## config.mk

```make
export PLATFORM = sky130hd
export DESIGN_NAME = round_robin_thread_scheduler
export DESIGN_NICKNAME = d
export VERILOG_FILES = /design/src/rrts_pkg.sv /design/src/rrts_ctrl.sv /design/src/rrts_datapath.sv /design/src/round_robin_thread_scheduler.sv
export SDC_FILE = /design/constraint.sdc
export NUM_CORES = 1
export LEC_CHECK = 0
export BUFFER_PORTS_ARGS = -buffer_cell sky130_fd_sc_hd__buf_2
export CORE_AREA = 2 2 244 246
export DETAILED_ROUTE_END_ITERATION = 6
export DIE_AREA = 0 0 246 248
export GPL_TIMING_DRIVEN = 0
export MAX_ROUTING_LAYER = met4
export PLACE_DENSITY = 0.88
export SLEW_MARGIN = 5
export SYNTH_ARGS = -nofsm -noshare
export SYNTH_HDL_FRONTEND = slang
export SYNTH_HIERARCHICAL = 1
export SYNTH_SLANG_ARGS = --single-unit
export TNS_END_PERCENT = 30
```

## constraint.sdc

```tcl
create_clock -name i_clk -period 8.2 [get_ports i_clk]
set_input_delay 0.82 -clock i_clk [delete_from_list [all_inputs] [get_ports i_clk]]
set_output_delay 0.82 -clock i_clk [all_outputs]
set_load 0.005 [all_outputs]
```

## src/rrts_pkg.sv

```systemverilog
// shared types, codes and constants for the round-robin thread scheduler
package rrts_pkg;

    // default sizing
    localparam int MAX_THREADS_DEF  = 8;
    localparam int THREAD_BYTES_DEF = 1024;

    // item kinds
    localparam logic [2:0] KIND_CREATE = 3'd0;
    localparam logic [2:0] KIND_START  = 3'd1;
    localparam logic [2:0] KIND_TICK   = 3'd2;
    localparam logic [2:0] KIND_YIELD  = 3'd3;
    localparam logic [2:0] KIND_SWITCH = 3'd4;

    // configuration register indexes
    localparam logic [1:0] CFG_STACK_TOP     = 2'd0;
    localparam logic [1:0] CFG_MAX_STACK     = 2'd1;
    localparam logic [1:0] CFG_DEFAULT_SLICE = 2'd2;

    // configuration reset values
    localparam logic [31:0] STACK_TOP_RST     = 32'd536903680;
    localparam logic [20:0] MAX_STACK_RST     = 21'd16384;
    localparam logic [15:0] DEFAULT_SLICE_RST = 16'd5;

    // initial frame skipped on create, adjustment applied on save
    localparam logic [31:0] FRAME_BYTES = 32'd64;
    localparam logic [31:0] SAVE_ADJUST = 32'd32;

    typedef struct packed {
        logic [2:0]  kind;
        logic [15:0] slice_ticks;
        logic [31:0] current_psp;
    } t_in_item;

    typedef struct packed {
        logic        status;
        logic [31:0] stack_addr;
        logic [31:0] next_sp;
        logic [2:0]  thread_index;
        logic        switch_request;
    } t_out_item;

    // controller to datapath
    typedef struct packed {
        logic capture;
        logic read;
        logic exec;
        logic finish;
    } t_cmd;

    // datapath to controller
    typedef struct packed {
        logic more;
    } t_sts;

endpackage

```

## src/rrts_ctrl.sv

```systemverilog
// sequencing state machine for the thread scheduler
module rrts_ctrl (
    input  logic          i_clk,
    input  logic          i_rst_n,
    input  logic          i_in_valid,
    output logic          o_in_stall,
    output logic          o_out_valid,
    input  logic          i_out_stall,
    input  rrts_pkg::t_sts i_sts,
    output rrts_pkg::t_cmd o_cmd
);
    import rrts_pkg::*;

    localparam logic [2:0] S_IDLE   = 3'd0;
    localparam logic [2:0] S_READ   = 3'd1;
    localparam logic [2:0] S_EXEC   = 3'd2;
    localparam logic [2:0] S_READ2  = 3'd3;
    localparam logic [2:0] S_FINISH = 3'd4;
    localparam logic [2:0] S_OUT    = 3'd5;

    logic [2:0] r_state;
    logic [2:0] n_state;

    // next state and commands
    always_comb begin
        n_state        = r_state;
        o_cmd          = '0;
        unique case (r_state)
            S_IDLE: begin
                if (i_in_valid) begin
                    o_cmd.capture = 1'b1;
                    n_state       = S_READ;
                end
            end
            S_READ: begin
                o_cmd.read = 1'b1;
                n_state    = S_EXEC;
            end
            S_EXEC: begin
                o_cmd.exec = 1'b1;
                n_state    = i_sts.more ? S_READ2 : S_OUT;
            end
            S_READ2: begin
                o_cmd.read = 1'b1;
                n_state    = S_FINISH;
            end
            S_FINISH: begin
                o_cmd.finish = 1'b1;
                n_state      = S_OUT;
            end
            S_OUT: begin
                if (!i_out_stall) begin
                    n_state = S_IDLE;
                end
            end
            default: begin
                n_state = S_IDLE;
            end
        endcase
    end

    // state register
    always_ff @(posedge i_clk) begin
        if (!i_rst_n) begin
            r_state <= S_IDLE;
        end else begin
            r_state <= n_state;
        end
    end

    assign o_in_stall  = (r_state != S_IDLE);
    assign o_out_valid = (r_state == S_OUT);

endmodule

```

## src/rrts_datapath.sv

```systemverilog
// thread table, configuration registers and per-kind execution
module rrts_datapath #(
    parameter int MAX_THREADS  = rrts_pkg::MAX_THREADS_DEF,
    parameter int THREAD_BYTES = rrts_pkg::THREAD_BYTES_DEF
) (
    input  logic               i_clk,
    input  logic               i_rst_n,
    input  logic               i_cfg_we,
    input  logic [1:0]         i_cfg_idx,
    input  logic [31:0]        i_cfg_data,
    input  rrts_pkg::t_in_item i_item,
    input  rrts_pkg::t_cmd     i_cmd,
    output rrts_pkg::t_sts     o_sts,
    output rrts_pkg::t_out_item o_item
);
    import rrts_pkg::*;

    localparam int IW = (MAX_THREADS > 1) ? $clog2(MAX_THREADS) : 1;
    localparam int TW = $clog2(MAX_THREADS + 1);

    // configuration
    logic [31:0] r_stack_top;
    logic [20:0] r_max_stack;
    logic [15:0] r_default_slice;

    // scheduler state
    logic [TW-1:0] r_total, n_total;
    logic [IW-1:0] r_cur, n_cur;
    logic          r_running, n_running;

    // captured item
    logic [2:0]  r_kind;
    logic [15:0] r_slice_in;
    logic [31:0] r_psp;

    // thread table
    logic [31:0] r_sp_mem  [MAX_THREADS];
    logic [15:0] r_len_mem [MAX_THREADS];
    logic [15:0] r_tk_mem  [MAX_THREADS];

    // registered table reads and create addresses
    logic [31:0] r_sp_q;
    logic [15:0] r_len_q;
    logic [15:0] r_tk_q;
    logic [31:0] r_addr;
    logic [31:0] r_floor;

    t_out_item r_res, n_res;

    logic          w_have;
    logic          w_full;
    logic [15:0]   w_slice;
    logic [15:0]   w_dec;
    logic [TW-1:0] w_next_t;
    logic [IW-1:0] w_next;
    logic [IW-1:0] w_raddr;
    logic [IW-1:0] w_waddr;
    logic [31:0]   w_span;
    logic          w_sp_we, w_len_we, w_tk_we;
    logic [31:0]   w_sp_wd;
    logic [15:0]   w_tk_wd;
    logic          w_more;

    // address helpers
    always_comb begin
        w_have   = (r_total != '0) && (TW'(r_cur) < r_total);
        w_full   = (r_total >= TW'(MAX_THREADS));
        w_slice  = (r_slice_in != 16'd0) ? r_slice_in : r_default_slice;
        w_dec    = r_tk_q - 16'd1;
        w_next_t = TW'(r_cur) + TW'(1);
        w_next   = (w_next_t == r_total) ? '0 : IW'(w_next_t);
        w_raddr  = (r_kind == KIND_START) ? '0 : r_cur;
        w_waddr  = (r_kind == KIND_CREATE) ? IW'(r_total) : r_cur;
        w_span   = (32'(r_total) + 32'd1) * 32'(THREAD_BYTES);
    end

    // per-kind execution
    always_comb begin
        n_res     = '0;
        n_total   = r_total;
        n_cur     = r_cur;
        n_running = r_running;
        w_sp_we   = 1'b0;
        w_len_we  = 1'b0;
        w_tk_we   = 1'b0;
        w_sp_wd   = '0;
        w_tk_wd   = '0;
        w_more    = 1'b0;
        case (r_kind)
            KIND_CREATE: begin
                if (w_full || (r_addr < r_floor)) begin
                    n_res.status = 1'b1;
                end else begin
                    w_sp_we            = 1'b1;
                    w_len_we           = 1'b1;
                    w_tk_we            = 1'b1;
                    w_sp_wd            = r_addr - FRAME_BYTES;
                    w_tk_wd            = w_slice;
                    n_total            = r_total + TW'(1);
                    n_res.stack_addr   = r_addr;
                    n_res.thread_index = 3'(r_total);
                end
            end
            KIND_START: begin
                n_running = 1'b1;
                n_cur     = '0;
                if (r_total == '0) begin
                    n_res.status = 1'b1;
                end else begin
                    n_res.next_sp = r_sp_q;
                end
            end
            KIND_TICK: begin
                if (r_running && w_have) begin
                    w_tk_we            = 1'b1;
                    n_res.thread_index = 3'(r_cur);
                    if (w_dec == 16'd0) begin
                        w_tk_wd              = r_len_q;
                        n_res.switch_request = 1'b1;
                    end else begin
                        w_tk_wd = w_dec;
                    end
                end
            end
            KIND_YIELD: begin
                if (w_have) begin
                    w_tk_we              = 1'b1;
                    w_tk_wd              = r_len_q;
                    n_res.switch_request = 1'b1;
                    n_res.thread_index   = 3'(r_cur);
                end else begin
                    n_res.status = 1'b1;
                end
            end
            KIND_SWITCH: begin
                if (w_have) begin
                    w_sp_we = 1'b1;
                    w_sp_wd = r_psp - SAVE_ADJUST;
                    n_cur   = w_next;
                    w_more  = 1'b1;
                end else begin
                    n_res.status = 1'b1;
                end
            end
            default: begin
                n_res.status = 1'b1;
            end
        endcase
    end

    assign o_sts.more = w_more;

    // configuration registers
    always_ff @(posedge i_clk) begin
        if (!i_rst_n) begin
            r_stack_top     <= STACK_TOP_RST;
            r_max_stack     <= MAX_STACK_RST;
            r_default_slice <= DEFAULT_SLICE_RST;
        end else if (i_cfg_we) begin
            unique case (i_cfg_idx)
                CFG_STACK_TOP:     r_stack_top     <= i_cfg_data;
                CFG_MAX_STACK:     r_max_stack     <= i_cfg_data[20:0];
                CFG_DEFAULT_SLICE: r_default_slice <= i_cfg_data[15:0];
                default: begin
                end
            endcase
        end
    end

    // scheduler control state
    always_ff @(posedge i_clk) begin
        if (!i_rst_n) begin
            r_total   <= '0;
            r_cur     <= '0;
            r_running <= 1'b0;
        end else if (i_cmd.exec) begin
            r_total   <= n_total;
            r_cur     <= n_cur;
            r_running <= n_running;
        end
    end

    // item capture, create address math and result register
    always_ff @(posedge i_clk) begin
        if (i_cmd.capture) begin
            r_kind     <= i_item.kind;
            r_slice_in <= i_item.slice_ticks;
            r_psp      <= i_item.current_psp;
        end
        if (i_cmd.read) begin
            r_addr  <= r_stack_top - w_span;
            r_floor <= r_stack_top - 32'(r_max_stack) - 32'(THREAD_BYTES);
        end
        if (i_cmd.exec) begin
            r_res <= n_res;
        end else if (i_cmd.finish) begin
            r_res.next_sp      <= r_sp_q;
            r_res.thread_index <= 3'(r_cur);
        end
    end

    // saved stack pointer table
    always_ff @(posedge i_clk) begin
        if (i_cmd.exec && w_sp_we) begin
            r_sp_mem[w_waddr] <= w_sp_wd;
        end
        if (i_cmd.read) begin
            r_sp_q <= r_sp_mem[w_raddr];
        end
    end

    // slice length table
    always_ff @(posedge i_clk) begin
        if (i_cmd.exec && w_len_we) begin
            r_len_mem[w_waddr] <= w_slice;
        end
        if (i_cmd.read) begin
            r_len_q <= r_len_mem[w_raddr];
        end
    end

    // ticks left table
    always_ff @(posedge i_clk) begin
        if (i_cmd.exec && w_tk_we) begin
            r_tk_mem[w_waddr] <= w_tk_wd;
        end
        if (i_cmd.read) begin
            r_tk_q <= r_tk_mem[w_raddr];
        end
    end

    assign o_item = r_res;

endmodule

```

## src/round_robin_thread_scheduler.sv

```systemverilog
// top level of the round-robin time-slice thread scheduler
//
// Input channel: i_in_valid / o_in_stall with i_item (kind, slice_ticks,
// current_psp). An item is taken at a clock edge with valid high and stall
// low. Output channel: o_out_valid / i_out_stall with o_item; every item
// gives exactly one result item.
// Steps: the thread table is read, the item is executed and the result
// is presented; a switch adds a second table read of the incoming
// thread's stack pointer before the result is presented.
// The block takes one item at a time: a new item is taken only once the
// result has been accepted. While the receiver stalls the result is held
// and no new item is taken.
// Configuration (stack_top, max_stack, default_slice) is written through
// i_cfg_we / i_cfg_idx / i_cfg_data; the user must write it only while no
// item is in flight, as the block itself does not enforce this.
// Reset (synchronous, active low) empties the thread table, clears the
// running flag and restores the configuration defaults; table entries are
// only read after create has written them, so no clearing pass is needed.
module round_robin_thread_scheduler #(
    parameter int MAX_THREADS  = rrts_pkg::MAX_THREADS_DEF,
    parameter int THREAD_BYTES = rrts_pkg::THREAD_BYTES_DEF
) (
    input  logic                i_clk,
    input  logic                i_rst_n,
    input  logic                i_cfg_we,
    input  logic [1:0]          i_cfg_idx,
    input  logic [31:0]         i_cfg_data,
    input  logic                i_in_valid,
    output logic                o_in_stall,
    input  rrts_pkg::t_in_item  i_item,
    output logic                o_out_valid,
    input  logic                i_out_stall,
    output rrts_pkg::t_out_item o_item
);
    import rrts_pkg::*;

    t_cmd w_cmd;
    t_sts w_sts;

    // sequencer
    rrts_ctrl u_ctrl (
        .i_clk       (i_clk),
        .i_rst_n     (i_rst_n),
        .i_in_valid  (i_in_valid),
        .o_in_stall  (o_in_stall),
        .o_out_valid (o_out_valid),
        .i_out_stall (i_out_stall),
        .i_sts       (w_sts),
        .o_cmd       (w_cmd)
    );

    // thread table and execution
    rrts_datapath #(
        .MAX_THREADS  (MAX_THREADS),
        .THREAD_BYTES (THREAD_BYTES)
    ) u_datapath (
        .i_clk      (i_clk),
        .i_rst_n    (i_rst_n),
        .i_cfg_we   (i_cfg_we),
        .i_cfg_idx  (i_cfg_idx),
        .i_cfg_data (i_cfg_data),
        .i_item     (i_item),
        .i_cmd      (w_cmd),
        .o_sts      (w_sts),
        .o_item     (o_item)
    );

endmodule
```

# Word level (Yosys, flattened, before mapping)
# Memories as Yosys holds them, arrays and structs flattened. A register that Yosys moved wholly into a read port is not among the register bits.
# Index checks and enable logic that the tools add are counted.
# word_totals
regBits,264
latchBits,0
ram_bits,512
mem_bits_ro,0
inputBits,90
output_inout_bits,71
word_cells,125
n_memories,3
# memory_table
memory,depth,width,read_ports,rd_ports_with_merged_regs,write_ports,line,rtl
u_datapath.r_sp_mem,8,32,1,1,1,rrts_datapath.sv:37,logic [31:0] r_sp_mem [MAX_THREADS];
u_datapath.r_len_mem,8,16,1,1,1,rrts_datapath.sv:38,logic [15:0] r_len_mem [MAX_THREADS];
u_datapath.r_tk_mem,8,16,1,1,1,rrts_datapath.sv:39,logic [15:0] r_tk_mem [MAX_THREADS];
# op_classes
n_addsub,9
n_mul,0
div_mod_pow,0
n_lt_le_gt_ge,3
n_eq_ne,15
n_shift,0
mux,50
bitwise_logic,2
reduce_logical,26
# ops
op,n
32-bit 2-to-1 mux,4
16-bit 2-to-1 mux,5
35-bit 2-to-1 mux,2
32-bit case mux with 2 select lines,1
16-bit case mux with 3 select lines,1
32-bit less-than comparator,1
"32-bit by 11-bit subtractor with 32-bit output, second input constant",1
32-bit by 21-bit subtractor with 32-bit output,1
32-bit subtractor,1
"32-bit by 6-bit subtractor with 32-bit output, second input constant",1
"32-bit by 7-bit subtractor with 32-bit output, second input constant",1
3-bit 2-to-1 mux,8
1-bit 2-to-1 mux,20
3-bit case mux with 6 select lines,1
16-bit logical NOT,1
16-bit nonzero test,1
"16-bit by 1-bit subtractor with 16-bit output, second input constant",1
"3-bit by 2-bit equality test with 1-bit output, second input constant",4
2-bit AND reduction,5
"3-bit equality test, second input constant",3
3-bit case mux with 3 select lines,1
4-bit 2-to-1 mux,2
"3-bit by 1-bit equality test with 1-bit output, second input constant",2
3-bit logical NOT,2
other kinds (24),35

# Depth between registers and ports, before layout
# Gate-level depths: netlist of the first run.
# logic_depth
word_depth,8
depth_mapped,16
ltp_nobuf,14

# Hierarchy
# Netlist of the first run, hierarchy kept.
# modules_own_cells
module,n_inst,cells_per_inst,area_each_um2,seq_area_each_um2
rrts_datapath,1,2537,35696.7,24363.4
rrts_ctrl,1,24,205.2,60.1

# Worst setup path before layout of the first run
# No wires, ideal clock.
# synth_path
path_type,register to register
start,reg u_ctrl.r_state[2]
end,"reg u_datapath.r_addr[0], enable pin"
setup_ns,0.632
arrival_time_ns,6.123
path_slack_ns,1.445
stages_incl_launch_ff,3
n_path_buf,1
synth_period_minus_slack_ns,6.755
cell_sequence,dfxtp_1 buf_2 nor2b_1
# synth_rtl
item,line,rtl
from (decl),rrts_ctrl.sv:21,logic [2:0] r_state;
from (signal assigned),rrts_ctrl.sv:67,r_state <= n_state;
to (signal assigned),rrts_datapath.sv:191,r_addr <= r_stack_top - w_span;
to (decl),rrts_datapath.sv:45,logic [31:0] r_addr;

# Worst setup path in the final report of the first run
# layout_path
start,reg u_datapath.r_cur[0]
end,"mem u_datapath.r_sp_mem[5][8], enable pin"
# layout_between
elab_chain_cells,7
elab_cells_between_ends,8
cone_classes,order compare: 1; mux: 5; reduce/logical: 2
# layout_lines
item,line,rtl
from (decl),rrts_datapath.sv:28,"logic [IW-1:0] r_cur, n_cur;"
from (signal assigned),rrts_datapath.sv:178,r_cur <= n_cur;
3-bit by 4-bit less-than comparator with 1-bit output,rrts_datapath.sv:66,w_have = (r_total != '0) && (TW'(r_cur) < r_total);
1-bit logical AND,rrts_datapath.sv:66,
1-bit 2-to-1 mux,rrts_datapath.sv:136,if (w_have) begin
1-bit case mux with 2 select lines,rrts_datapath.sv:89,case (r_kind)
1-bit logical AND,rrts_datapath.sv:204,if (i_cmd.exec && w_sp_we) begin
1-bit 2-to-1 mux,rrts_datapath.sv:204,
1-bit 2-to-1 mux (not written as such),rrts_datapath.sv:205,r_sp_mem[w_waddr] <= w_sp_wd;
to (decl),rrts_datapath.sv:37,
# Several ways; a longest one is shown, not always the timed one.

==> results of run 1 <==
[per-layer routing]
metal	up-vias	global-route usage (%)	part of all wire (%)
li1	10100	-	-
met1	11600	38.8	35
met2	1733	52.8	50
met3	337	6.17	11
met4	0	14.2	4.3
met5	-	-	0
[state kept, by name, indices dropped and copies added (netlist names)]
register	count
u_ctrl/r_state	3
u_datapath/o_item	69
u_datapath/r_addr	32
u_datapath/r_cur	3
u_datapath/r_default_slice	16
u_datapath/r_floor	32
u_datapath/r_kind	3
u_datapath/r_len_mem	128
u_datapath/r_len_q	16
u_datapath/r_max_stack	21
u_datapath/r_psp	32
u_datapath/r_running	1
u_datapath/r_slice_in	16
u_datapath/r_sp_mem	256
u_datapath/r_sp_q	32
u_datapath/r_stack_top	32
u_datapath/r_tk_mem	128
u_datapath/r_tk_q	16
u_datapath/r_total	4
[cell usage in the layout (no fill, tap or decap), drive strengths merged, types with 45 or more instances in the layout]
master / netlist / final
dfxtp: 80 / 80
edfxtp: 760 / 760
buf: 17 / 213
inv: 100 / 104
ha: 88 / 88
a21boi: 66 / 66
nor2: 100 / 100
and2: 64 / 64
clkbuf: 112 / 216
mux2i: 71 / 71
nand2: 318 / 318
a21o: 45 / 45
xnor2: 66 / 66
mux4: 64 / 64
o22a: 62 / 62
o21ai: 221 / 221
[area by class of cell]
class                           instances  area share [%]
Sequential cell                       840            59.6
Antenna cell                            4          0.0244
Clock buffer                          104            5.23
Clock inverter                         46            1.11
Tap cell                              773            2.36
Multi-Input combinational cell       1492            26.2
Inverter                              100           0.916
Timing Repair Buffer                  196            3.34
Buffer                                129            1.22
[power by group]
part	internal, mW	leakage, nW	switching [mW]
combinational	0.198	5.44	0.322
clock	2.08	1.26	1.61
sequential	4.78	7.51	0.0693
[metrics by stage]
| stage | setup TNS [ns] | instance area [um2] |
|---|---|---|
| finish | 0 | 41000 |
| floorplan | 0 | 35900 |
| detailed placement | 0 | 38400 |
| CTS | 0 | 41000 |
| global placement | -403.40 | 37700 |
| global route | 0 | 41000 |
[worst max path at each step]
| stage | cells past startpoint | to | slack (ns) |
|---|---|---|---|
| after floorplan | 2 | u_datapath/r_addr[0] | 1.44 |
| after global placement | 4 | u_datapath/r_len_mem[7][3] | -1.87 |
| after detailed placement | 15 | u_datapath/r_sp_mem[1][15] | 2.83 |
| after CTS | 15 | u_datapath/r_sp_mem[5][6] | 2.73 |
| after global routing | 15 | u_datapath/r_sp_mem[5][8] | 2.34 |
| final | 15 | u_datapath/r_sp_mem[5][8] | 2.36 |
[cells by family after synthesis]
logic type | after synthesis | synth area share (%)
buffers and inverters | 229 | 2.44
flip-flops | 840 | 68.0
multiplexers | 137 | 6.06
AND/OR/NAND/NOR | 652 | 8.55
XOR/XNOR | 109 | 2.66
adder cells (fa/ha/maj) | 90 | 3.18
AO/OA/AOI/OAI | 504 | 9.09
==> results.json, run 1 <==
{
  "run_status": "finished, violations left",
  "violations": "design-rule violations",
  "synth_area_per_cell_um2": 14.0,
  "clk_pin_slew_ns": 0.06,
  "worstReg2RegEnd": "u_datapath/r_sp_mem[5][8]",
  "post-route-util_pct": 70.1,
  "cts-root-buf": "clkbuf_16",
  "worstPathArrival_ns": 6.23,
  "r2r_slack_ns": 2.36,
  "yosys_warnings": 6,
  "fillCellCount": 3537,
  "vias_per_cell": 6.44,
  "synth_area_mm2": 0.0359,
  "reg2regPathDepth": 15,
  "yosysTopAreaCell": "edfxtp_1",
  "drc": 2,
  "cp_slowest_cell": "o21ai_1",
  "fin_worst_skew_ns": 0.0367,
  "async_reset_ff_share_pct": 0,
  "finalHoldViolCount": 0,
  "hold_path_end": "u_datapath/r_psp[23]",
  "cts.sinks": 840,
  "cts_buffers": 81,
  "grt_max_degree": 36,
  "track_usage_pct": 32.1,
  "hold_buffers": 0,
  "final_nets": 3020,
  "timing.final.ws_setup_ns": 2.36,
  "cts_tree": "built",
  "hold_depth": 1,
  "grt-ovfl-total": 0,
  "ir_drop_mv": 0.170,
  "report.power.total_mw": 9.06,
  "drv_cap": 0,
  "rsz0062_at_grt": "no",
  "synth_common_cells": "760 x edfxtp_1, 318 x nand2_1, 160 x o21ai_0",
  "startpoint_type": "register",
  "die_w_um": 246,
  "register_area_mm2": 0.0244,
  "place_hpwl_um": 64000,
  "coreArea_mm2": 0.0585,
  "crit_fanout": 18,
  "die_h_um": 248,
  "drv_slew": 0,
  "power_density_mw_per_mm2": 221,
  "cts_buffer_depth": 3,
  "crit_chain": "clkbuf_1 -> clkbuf_1 -> clkbuf_1 -> inv_1 -> ha_1 -> nor2b_1 -> o21ai_1 -> a21oi_1 -> or2_1 -> clkbuf_1 -> inv_2 -> clkbuf_1 -> o21ai_1 -> nor2_4 -> buf_16",
  "cts.repair.resized": 0,
  "grt_pass1_wl_um": 141000,
  "cp_common_cell": "clkbuf_1",
  "yosys.cell_types.count": 71,
  "yosysTopAreaCellShare_pct": 63.6,
  "worst_pin_slew_ns": 1.24,
  "min_from": "i_item[23]",
  "worst-path-buf-inv": 8,
  "ioPinCount": 161,
  "period_share_pct": 71.2,
  "multiInputGateArea_mm2": 0.0107,
  "crit_type": "reg2reg",
  "cp-startpoint": "u_datapath/r_cur[0]",
  "setup-violations-final": 0,
  "slew_headroom_pct": 17.3,
  "dp.cells": 3530,
  "max_freq_ghz": 0.171,
  "htree_levels": 3,
  "hold_class": "in2reg",
  "cpLargestDelayFamily": "buffers and inverters",
  "wl_per_cell_um": 25.6,
  "synth-edff-count": 760,
  "antenna_found_initial": 5,
  "grt_pass1_vias": 23900,
  "rows": 89,
  "endpoint_kind": "register",
  "worstPathRequired_ns": 8.58,
  "drive_gt1_share_pct": 14.8,
  "clock_latency_ns": 0.66,
  "ys_ff_latch": 840,
  "ys_seq_area_share_pct": 68.0,
  "vias": 23700,
  "fin_crit_ns": 5.84,
  "synth.area.top_cells": "edfxtp_1 64%, dfxtp_1 4.5%, mux4_2 4.0%",
  "firstDrtPassIters": 7,
  "place_ws_ns": 2.83,
  "io_buffers": 160,
  "ant_nets": 0,
  "cts_post_setup_buffers_inserted": 0,
  "start_util_pct": 61.4,
  "yosysMostFrequentCell": "edfxtp_1",
  "finalNonFillerCells": 3684,
  "p_leak_nw": 14.2,
  "critPathMaxStageDelay_ns": 0.87,
  "die_area_mm2": 0.0610,
  "wirelength_um": 94200,
  "place_congestion": 0.955,
  "synthCells": 2561,
  "drt_iter0_markers": 3407,
  "syn_nets": 2741,
  "area.growth.synth_to_final_pct": 14.1,
  "ys.flop_type": "edfxtp_1",
  "hold_ws_ns": 0.341,
  "worstReg2RegStart": "u_datapath/r_cur[0]"
}
Note: power is estimated with default switching activity, not from simulation.
==> run 2, diff against run 1 <==
--- a/config.mk
+++ b/config.mk
@@ -5,13 +5,14 @@
 export SDC_FILE = /design/constraint.sdc
 export NUM_CORES = 1
 export LEC_CHECK = 0
+export ABC_AREA = 1
 export BUFFER_PORTS_ARGS = -buffer_cell sky130_fd_sc_hd__buf_2
-export CORE_AREA = 2 2 244 246
+export CORE_AREA = 2 2 259 261
 export DETAILED_ROUTE_END_ITERATION = 6
-export DIE_AREA = 0 0 246 248
+export DIE_AREA = 0 0 261 263
 export GPL_TIMING_DRIVEN = 0
 export MAX_ROUTING_LAYER = met4
-export PLACE_DENSITY = 0.88
+export PLACE_DENSITY = 0.84
 export SLEW_MARGIN = 5
 export SYNTH_ARGS = -nofsm -noshare
 export SYNTH_HDL_FRONTEND = slang
==> constraint.sdc (replaced) <==
create_clock -name i_clk -period 4.8 [get_ports i_clk]
set_input_delay 0.48 -clock i_clk [delete_from_list [all_inputs] [get_ports i_clk]]
set_output_delay 0.48 -clock i_clk [all_outputs]
set_load 0.005 [all_outputs]
==> results.json, run 2 <==
{
  "run_status": "finished, violations left",
  "violations": "design-rule violations",
  "clk_pin_slew_ns": 0.06,
  "largestRegisters": "u_datapath/r_sp_mem x256, u_datapath/r_len_mem x128, u_datapath/r_tk_mem x128",
  "fin_crit_ns": 3.90,
  "met3_usage_pct": 5.49,
  "cts.sinks": 840,
  "firstDrtPassIters": 7,
  "cts_buffer_depth": 3,
  "grt_pass1_vias": 25300,
  "coreArea_mm2": 0.0656,
  "grt_pass1_wl_um": 144000,
  "vias": 26000,
  "setup-violations-final": 0,
  "synth-edff-count": 760,
  "synth_common_cells": "760 x edfxtp_1, 523 x nor2_1, 275 x inv_1",
  "period_share_pct": 81.2,
  "cts.repair.resized": 0,
  "endpoint_kind": "register",
  "clock_latency_ns": 0.65,
  "io_buffers": 160,
  "cts_post_setup_buffers_inserted": 0,
  "ant_nets": 0,
  "yosys_warnings": 6,
  "wl_per_cell_um": 22.6,
  "vias_per_cell": 6.03,
  "async_reset_ff_share_pct": 0,
  "final_nets": 3568,
  "yosysMostFrequentCell": "edfxtp_1",
  "worst_pin_slew_ns": 1.44,
  "ys.flop_type": "edfxtp_1",
  "multiInputGateArea_mm2": 0.0105,
  "crit_type": "reg2reg",
  "yosys.cell_types.count": 49,
  "busiest_layer": "met2",
  "ioPinCount": 161,
  "ys_ff_latch": 840,
  "drive_gt1_share_pct": 14.1,
  "synth.area.top_cells": "edfxtp_1 63%, nor2_1 5.4%, dfxtp_1 4.4%",
  "area.growth.synth_to_final_pct": 14.6,
  "fin_worst_skew_ns": 0.0294,
  "globalRouteMet2Util_pct": 46.1,
  "die_area_mm2": 0.0686,
  "top_register": "u_datapath/r_sp_mem",
  "grt_util_met1_pct": 36.1,
  "yosysTopAreaCell": "edfxtp_1",
  "final_cell_mix": "760 x edfxtp_1, 498 x nor2_1, 275 x inv_1, 233 x o21ai_0, 228 x nand2_1",
  "syn_nets": 3281,
  "drc": 3,
  "drv_slew": 0,
  "power_density_mw_per_mm2": 392,
  "dpl_cell_area_mm2": 0.0390,
  "mostFrequentLayoutCell": "edfxtp_1",
  "start_util_pct": 55.6,
  "ys_seq_area_share_pct": 66.9,
  "largest_register_ffs": 256,
  "hold_class": "in2reg",
  "startpoint_type": "register",
  "cts-root-buf": "clkbuf_16",
  "report.power.total_mw": 16.4,
  "grt-ovfl-total": 0,
  "max_freq_ghz": 0.257,
  "hold_buffers": 19,
  "cts_buffers": 83,
  "drv_cap": 0,
  "finalHoldViolCount": 0,
  "htree_levels": 3,
  "rsz0062_at_grt": "no",
  "synth_area_mm2": 0.0365,
  "ir_drop_mv": 0.292,
  "place_hpwl_um": 67500,
  "rows": 94,
  "antenna_found_initial": 1,
  "die_w_um": 261,
  "crit_fanout": 10,
  "die_h_um": 263,
  "final_area_mm2": 0.0418,
  "wirelength_um": 97300,
  "synth_area_per_cell_um2": 11.8,
  "register_area_mm2": 0.0244,
  "worstPathArrival_ns": 4.23,
  "p_leak_nw": 15.7,
  "yosysTopAreaCellShare_pct": 62.5,
  "grt_max_degree": 55,
  "fillCellCount": 4716,
  "cts_tree": "built",
  "synthCells": 3101,
  "place_congestion": 0.973,
  "worstPathRequired_ns": 5.13,
  "track_usage_pct": 28.7,
  "drt_iter0_markers": 3449,
  "slew_headroom_pct": 2.88
}
-- run 2: per-stage QoR --
stage / hold slack [ns] / instances / worst slack [ns] / setup TNS, ns / utilization, %
6_report: 0.0177 / 4314 / 0.904 / 0 / 63.7
5_1_grt: 0.00444 / 4314 / 0.765 / 0 / 63.7
4_1_cts: 0.00144 / 4313 / 0.833 / 0 / 63.7
3_5_place_dp: 0.421 / 4148 / 0.872 / 0 / 59.4
3_3_place_gp: 0.413 / 4125 / -1.54 / -582.74 / 58.5
2_1_floorplan: 0.408 / 3101 / 0.551 / 0 / -
-- run 2: critical path, cell delays in order, from the launching register on --
cell	delay [ns]
dfxtp_1	0.31
buf_6	0.13
nor3_4	0.48
buf_8	0.24
clkbuf_1	0.47
inv_1	0.21
a21oi_1	1.05
clkbuf_1	0.48
nor2_1	0.21
-- run 2: worst paths after layout --
kind                             startpoint                   end  slack (ns)  cells past startpoint
setup reg to reg          u_ctrl/r_state[0]  u_datapath/o_item[5]        0.90                      8
setup / recovery          u_ctrl/r_state[0]  u_datapath/o_item[5]        0.90                      8
hold / removal                    i_item[8]   u_datapath/r_psp[8]        0.02                      1
hold reg to reg   u_datapath/r_stack_top[0]  u_datapath/r_addr[0]        0.44                      0
-- run 2: kinds of logic after synthesis --
logic type | after synthesis | share of synthesized area, %
buf+inv | 425 | 4.78
fa+ha+maj | 90 | 3.13
flops | 840 | 66.9
simple gates | 991 | 11.7
xor+xnor | 97 | 2.33
compound gates | 658 | 11.2
-- run 2: routing by layer --
layer	vias up	share of wire, %
met4	0	4.1
met2	1719	48
met5	-	0
met3	300	11
met1	12400	37
li1	11600	-
-- run 2: layout make-up --
class	instances	share of cell area, %
sequential	840	58.4
multi-input combinational	1836	25.0
clock buffer	105	5.36
timing repair buffer	202	3.49
tap	864	2.58
inverter	285	2.56
buffer	140	1.61
clock inverter	41	1.01
antenna	1	0.00598
-- run 2: power by group --
group          internal [mW]  switching, mW
clock                   3.69           2.74
combinational          0.472          0.990
sequential              8.32          0.171
total                   12.5           3.90
